## config.mk

```make
export PLATFORM = sky130hd
export DESIGN_NAME = sorted_priority_queue
export DESIGN_NICKNAME = d
export VERILOG_FILES = /design/src/rtl/core/sortpq_pkg.sv /design/src/rtl/core/sortpq_cell.sv /design/src/rtl/core/sorted_priority_queue.sv
export SDC_FILE = /design/constraint.sdc
export NUM_CORES = 2
export LEC_CHECK = 0
export BUFFER_PORTS_ARGS = -buffer_cell sky130_fd_sc_hd__buf_2
export CORE_MARGIN = 2
export CORE_UTILIZATION = 35
export DETAILED_ROUTE_END_ITERATION = 10
export GPL_TIMING_DRIVEN = 0
export HOLD_SLACK_MARGIN = 0.05
export RECOVER_POWER = 50
export SLEW_MARGIN = 20
export SYNTH_ARGS = -nofsm -noshare
export SYNTH_HDL_FRONTEND = slang
export SYNTH_SLANG_ARGS = --single-unit
```

## constraint.sdc

```tcl
create_clock -name clk -period 12.82 [get_ports clk]
set_input_delay 3.205 -clock clk [delete_from_list [all_inputs] [get_ports clk]]
set_output_delay 3.205 -clock clk [all_outputs]
set_load 0.05 [all_outputs]
```

## src/rtl/core/sortpq_pkg.sv

```systemverilog
package sortpq_pkg;

    typedef struct packed {
        logic        valid;
        logic [31:0] value;
        logic [31:0] prio;
    } entry_t;

    typedef struct packed {
        logic push;
        logic pop;
    } cell_ctrl_t;

    typedef enum logic [1:0] {
        ST_OK         = 2'd0,
        ST_POP_EMPTY  = 2'd1,
        ST_PUSH_FULL  = 2'd2
    } status_t;

    typedef enum logic {
        OP_PUSH = 1'b0,
        OP_POP  = 1'b1
    } op_t;

endpackage

```

## src/rtl/core/sortpq_cell.sv

```systemverilog
module sortpq_cell (
    input  logic                   clk,
    input  logic                   rst_n,
    input  sortpq_pkg::cell_ctrl_t ctrl,
    input  logic [31:0]            new_value,
    input  logic [31:0]            new_priority,
    input  logic                   prev_at_after,
    input  sortpq_pkg::entry_t     prev_entry,
    input  sortpq_pkg::entry_t     next_entry,
    output sortpq_pkg::entry_t     entry,
    output sortpq_pkg::entry_t     entry_next,
    output logic                   at_after
);
    import sortpq_pkg::*;

    logic        valid_reg;
    logic [31:0] value_reg;
    logic [31:0] prio_reg;
    entry_t      entry_cur;
    entry_t      entry_next_w;

    assign entry_cur = {valid_reg, value_reg, prio_reg};

    // A cell is at or after the insertion point when it is empty or its
    // priority is not below the new one; the flag rises once along the row.
    assign at_after = !valid_reg ||
                      ($signed(prio_reg) >= $signed(new_priority));

    always_comb
    begin
        entry_next_w = entry_cur;
        if (ctrl.push)
        begin
            if (prev_at_after)
            begin
                entry_next_w = prev_entry;
            end
            else if (at_after)
            begin
                entry_next_w.valid = 1'b1;
                entry_next_w.value = new_value;
                entry_next_w.prio  = new_priority;
            end
        end
        else if (ctrl.pop)
        begin
            entry_next_w = next_entry;
        end
    end

    always_ff @(posedge clk or negedge rst_n)
    begin
        if (!rst_n)
        begin
            valid_reg <= 1'b0;
        end
        else
        begin
            valid_reg <= entry_next_w.valid;
        end
    end

    always_ff @(posedge clk)
    begin
        value_reg <= entry_next_w.value;
        prio_reg  <= entry_next_w.prio;
    end

    assign entry      = entry_cur;
    assign entry_next = entry_next_w;

endmodule

```

## src/rtl/core/sorted_priority_queue.sv

```systemverilog
// Channel   Direction  Handshake          Payload
// s_*       in         s_tvalid/s_tready  tuser: op; tdata: item_value, item_priority
// m_*       out        m_tvalid/m_tready  tuser: status; tdata: popped_value, head_value,
//                                         head_valid, entry_count
//
// Each request is finished in the cycle it is accepted: every cell compares its
// priority with the new one in parallel and shifts or loads locally, so one
// request per cycle is taken unless the output stalls. The result sits in an
// output register; a request is accepted whenever it is empty or being drained.
// Reset empties the queue at once; stored values need no clearing.
module sorted_priority_queue #(
    parameter int CAPACITY = 16
) (
    input  logic        clk,
    input  logic        rst_n,
    input  logic        s_tvalid,
    output logic        s_tready,
    input  logic [63:0] s_tdata,   // item_value[31:0], item_priority[63:32]
    input  logic        s_tuser,   // op
    output logic        m_tvalid,
    input  logic        m_tready,
    output logic [71:0] m_tdata,   // popped_value[31:0], head_value[63:32],
                                   // head_valid[64], entry_count[69:65], zero
    output logic [1:0]  m_tuser    // status
);
    import sortpq_pkg::*;

    localparam int CW = $clog2(CAPACITY + 1);
    localparam int EW = (CW > 5) ? CW : 5;

    entry_t     cell_entry [CAPACITY];
    entry_t     cell_next  [CAPACITY];
    logic       cell_after [CAPACITY];
    cell_ctrl_t ctrl;

    logic [CW-1:0] count_reg;
    logic [CW-1:0] count_next;
    logic          out_valid_reg;
    logic [71:0]   out_data_reg;
    logic [1:0]    out_user_reg;
    logic          accept;
    logic          full;
    logic          empty;
    status_t       status;
    logic [31:0]   popped;
    logic [EW-1:0] count_ext;
    logic [71:0]   out_data_next;

    assign s_tready = !out_valid_reg || m_tready;
    assign accept   = s_tvalid && s_tready;
    assign empty    = !cell_entry[0].valid;
    assign full     = cell_entry[CAPACITY-1].valid;

    always_comb
    begin
        ctrl.push  = 1'b0;
        ctrl.pop   = 1'b0;
        status     = ST_OK;
        popped     = 32'd0;
        count_next = count_reg;
        if (accept)
        begin
            if (s_tuser == OP_POP)
            begin
                if (empty)
                begin
                    status = ST_POP_EMPTY;
                end
                else
                begin
                    ctrl.pop   = 1'b1;
                    popped     = cell_entry[0].value;
                    count_next = count_reg - CW'(1);
                end
            end
            else
            begin
                if (full)
                begin
                    status = ST_PUSH_FULL;
                end
                else
                begin
                    ctrl.push  = 1'b1;
                    count_next = count_reg + CW'(1);
                end
            end
        end
    end

    for (genvar i = 0; i < CAPACITY; i++)
    begin : g_cell
        entry_t prev_e;
        entry_t next_e;
        logic   prev_a;

        if (i == 0)
        begin : g_first
            assign prev_e = '0;
            assign prev_a = 1'b0;
        end
        else
        begin : g_mid
            assign prev_e = cell_entry[i-1];
            assign prev_a = cell_after[i-1];
        end

        if (i == CAPACITY - 1)
        begin : g_last
            assign next_e = '0;
        end
        else
        begin : g_inner
            assign next_e = cell_entry[i+1];
        end

        sortpq_cell u_cell (
            .clk           (clk),
            .rst_n         (rst_n),
            .ctrl          (ctrl),
            .new_value     (s_tdata[31:0]),
            .new_priority  (s_tdata[63:32]),
            .prev_at_after (prev_a),
            .prev_entry    (prev_e),
            .next_entry    (next_e),
            .entry         (cell_entry[i]),
            .entry_next    (cell_next[i]),
            .at_after      (cell_after[i])
        );
    end

    assign count_ext = EW'(count_next);

    always_comb
    begin
        out_data_next        = '0;
        out_data_next[31:0]  = popped;
        out_data_next[63:32] = cell_next[0].valid ? cell_next[0].value : 32'd0;
        out_data_next[64]    = cell_next[0].valid;
        out_data_next[69:65] = count_ext[4:0];
    end

    always_ff @(posedge clk or negedge rst_n)
    begin
        if (!rst_n)
        begin
            count_reg     <= '0;
            out_valid_reg <= 1'b0;
        end
        else
        begin
            count_reg <= count_next;
            if (accept)
            begin
                out_valid_reg <= 1'b1;
            end
            else if (m_tready)
            begin
                out_valid_reg <= 1'b0;
            end
        end
    end

    always_ff @(posedge clk)
    begin
        if (accept)
        begin
            out_data_reg <= out_data_next;
            out_user_reg <= status;
        end
    end

    assign m_tvalid = out_valid_reg;
    assign m_tdata  = out_data_reg;
    assign m_tuser  = out_user_reg;

    a_count_bound: assert property (@(posedge clk) disable iff (!rst_n)
        count_reg <= CW'(CAPACITY))
        else $error("entry count exceeds capacity");

    a_count_front: assert property (@(posedge clk) disable iff (!rst_n)
        (count_reg != '0) == cell_entry[0].valid)
        else $error("entry count disagrees with front cell");

    a_pop_empty: assert property (@(posedge clk) disable iff (!rst_n)
        accept && (s_tuser == OP_POP) && (count_reg == '0)
        |=> (m_tuser == ST_POP_EMPTY) && (count_reg == '0))
        else $error("pop on empty queue not flagged");

    a_push_grow: assert property (@(posedge clk) disable iff (!rst_n)
        accept && (s_tuser == OP_PUSH) && (count_reg != CW'(CAPACITY))
        |=> count_reg == $past(count_reg) + CW'(1))
        else $error("push did not add one entry");

endmodule
```

==> run metrics <==
mapped cell area between 0.06 and 0.07 sq mm; port bufs 142; WL final 268 mm; worst rel slew slack -87.7%; grt ovf 0; DR vias 56839; leakage power 26.5 nW; final core area utilization 40.4%; Initial Util 35.3%; antenna violations before repair 38; Slew @ Worst Pin about 2.8 ns; most frequent CP cell clkbuf_1; # setup viols final 0; HP Class reg -> reg; CP max stage cell nand2_1; top cells by area, synth edfxtp_1 (50%), ha_1 (9.4%), o211ai_1 (8.5%), nand2_1 (6.5%), nand3_1 (6.3%); Boundary Pins 145; Post-synth EDFFs 1064; clk_skew roughly 0.042 ns; type of the worst setup path in -> reg; failing checks max-capacitance violations, max-slew violations; Worst setup SP type input pin; slowest cell delay on critical path 1.54 ns; asr flop ratio synth 1.97%; RSZ-0062 raised after global routing no; nets 7116; CTS Root Cell clkbuf_16; first-pass iteration count of the detailed router 6; Avg WL per Cell 29.6 microns; power density over cell area 199 mW/mm^2; gpl congestion between 0.9 and 1; Slew Limit Fails 285; Reg area roughly 0.033 sq mm; Reg clk slew, reported paths 0.06 ns; Fmax achieved slightly below 0.1 GHz; Setup crit end kind flop; clk sinks roughly 1100; Worst-Skew Late Latency 0.81 ns; H-tree levels 4; DR iter-0 viols 7530; WP data required 13.30 ns; post-synthesis sequential area ratio 51.9%; number of global-route vias before repair 55125; top_reg_cell synth edfxtp_1; GRT Total Usage 28.0%; Num CTS Buffers ~130; area share of the largest cell type after synthesis between 50 and 60%; final setup TNS 0 ns; Buffers & Inverters on Critical Path 7; pin count of the biggest net entering global routing 52; Data arrival, critical path 10.87 ns; CTS tree built; count of cell types in the netlist 63; endpoints failing hold 0; Die H 431 microns; Mean Syn Cell Area 10.3 sq um; Area growth, synth to finish 14.5%; peak supply drop 0.186 mV; final total power roughly 15 mW; Die Area between 0.15 and 0.2 sq mm; maximum clock path buffer count 3; fillers roughly 18000; DRC Markers 0; global-route wire length before repair 382 mm; status complete, but fails checks; setup bufs post-CTS 0; critical-path cell list buf_2, nand2b_1, nand2_1, clkinvlp_2, nand2_1, clkbuf_1, clkbuf_1, clkbuf_1, nor3_1, nor2_4, clkbuf_1, buf_12; register bit total from synthesis about 1100; hold buffer count at CTS 0; cell taking the most area after synthesis edfxtp_1; multi-input logic area 0.0286 sq mm; post-CTS sizing 0; chip width 431 microns; via/cell ratio 6.28; Routed Antenna Nets 0; core footprint 0.181 sq mm; crit path time final a little over 10 ns; Ys Warns 0; Rows roughly 160; MaxCap Viol Count 14; proportion of layout cells with a drive suffix above 1 roughly 6.7%; Final period util 81.0%; Synth Instances 6224; Final HPWL DP 207 mm; top cell family by delay on the critical path buffers and inverters; critical path peak fanout 25
## cell type report
| type | count | share of cell area, % |
|---|---|---|
| sequential | 1118 | 45.3 |
| multi-input combinational | 4514 | 39.1 |
| clock buffer | 158 | 4.78 |
| tap | 2370 | 4.05 |
| buffer | 520 | 2.82 |
| timing repair buffer | 207 | 2.50 |
| clock inverter | 74 | 0.985 |
| inverter | 73 | 0.378 |
| antenna | 18 | 0.0616 |
## metrics by stage
step	hold slack (ns)	instance area [sq um]	std cells	setup WS, ns
after CTS	0.472	73400	9034	4.16
final	0.470	73100	9052	2.43
after global placement	0.457	67600	8737	-4.07
after global routing	0.494	73100	9042	2.51
after detailed placement	0.463	69200	8802	3.34
after floorplan	0.440	63900	6225	2.95
## worst register-to-register path, cell delays in order, from the launching register on
cell and delay, ns:
dfrtp_1 0.35, nand2b_1 0.09, nand2_1 0.28, clkinvlp_2 0.94, nand2_1 1.55, clkbuf_1 1.19, clkbuf_1 1.13, clkbuf_1 0.47
nor3_1 0.17, nor2_4 0.13, clkbuf_1 1.21, buf_12 0.31
## final timing paths
check	from	to	cells after the start	slack, ns
hold / removal	count_reg[4]	count_reg[4]	1	0.47
min in group asynchronous	rst_n	m_tvalid	1	2.77
setup / recovery	m_tready	g_cell[9].u_cell.prio_reg[23]	12	2.43
max in group asynchronous	rst_n	g_cell[4].u_cell.valid_reg	1	9.11
hold reg to reg	count_reg[4]	count_reg[4]	1	0.47
setup reg to reg	m_tvalid	g_cell[9].u_cell.prio_reg[23]	11	4.65
## Yosys cell counts, drive strengths merged (58+ instances only)
library cell / instances
inv: 73
buf: 60
nand4: 106
a21o: 58
nand3: 800
a21oi: 308
clkbuf: 460
nor2: 130
o21ai: 280
mux2i: 144
ha: 482
o211ai: 721
nand2: 1100
edfxtp: 1064
## where the power goes
group / switching [mW] / total, mW / internal (mW)
clock network: 1.68 / 3.85 / 2.17
registers: 0.575 / 5.66 / 5.09
logic: 3.61 / 5.03 / 1.42
total: 5.86 / 14.5 / 8.68
## kinds of logic (layout without fill, tap and decap cells)
logic type | Yosys count | after routing | share of synthesized area (%)
AOI/OAI and AO/OA | 1526 | 1526 | 16.1
xor gates and xnor gates | 4 | 4 | 0.0548
adders and majority gates | 482 | 482 | 9.44
buffers and inverters | 593 | 1032 | 3.62
DFF | 1118 | 1118 | 51.9
muxes | 146 | 146 | 2.29
other | 1 | 20 | 0.00587
and+or+nand+nor | 2354 | 2354 | 16.7
## routing by layer
metal | share of wire (%) | global-route usage (%) | up-vias
met5 | 0.059 | 0 | -
met4 | 6.1 | 15.5 | 22
met3 | 10 | 6.07 | 646
met2 | 44 | 43.3 | 3338
met1 | 39 | 36.4 | 28342
li1 | - | - | 24491
## cells in the final DEF, fill, tap and decap left out, drive strengths merged, types with 5 or more instances in the layout
| cell | instances |
|---|---|
| a2111o | 6 |
| a211oi | 21 |
| a21boi | 5 |
| a21o | 58 |
| a21oi | 308 |
| a221o | 5 |
| a221oi | 11 |
| a22oi | 6 |
| a31oi | 12 |
| and2 | 29 |
| and3 | 43 |
| and4 | 10 |
| buf | 170 |
| bufinv | 11 |
| clkbuf | 714 |
| clkinv | 53 |
| clkinvlp | 5 |
| dfrtp | 22 |
| dfxtp | 32 |
| diode | 18 |
| edfxtp | 1064 |
| ha | 482 |
| inv | 78 |
| mux2i | 144 |
| nand2 | 1100 |
| nand2b | 9 |
| nand3 | 800 |
| nand4 | 106 |
| nor2 | 130 |
| nor2b | 22 |
| nor3 | 37 |
| nor4 | 25 |
| o211ai | 721 |
| o21ai | 280 |
| o221a | 56 |
| o22ai | 5 |
| or3 | 34 |
(Power assumes the default switching activity.)
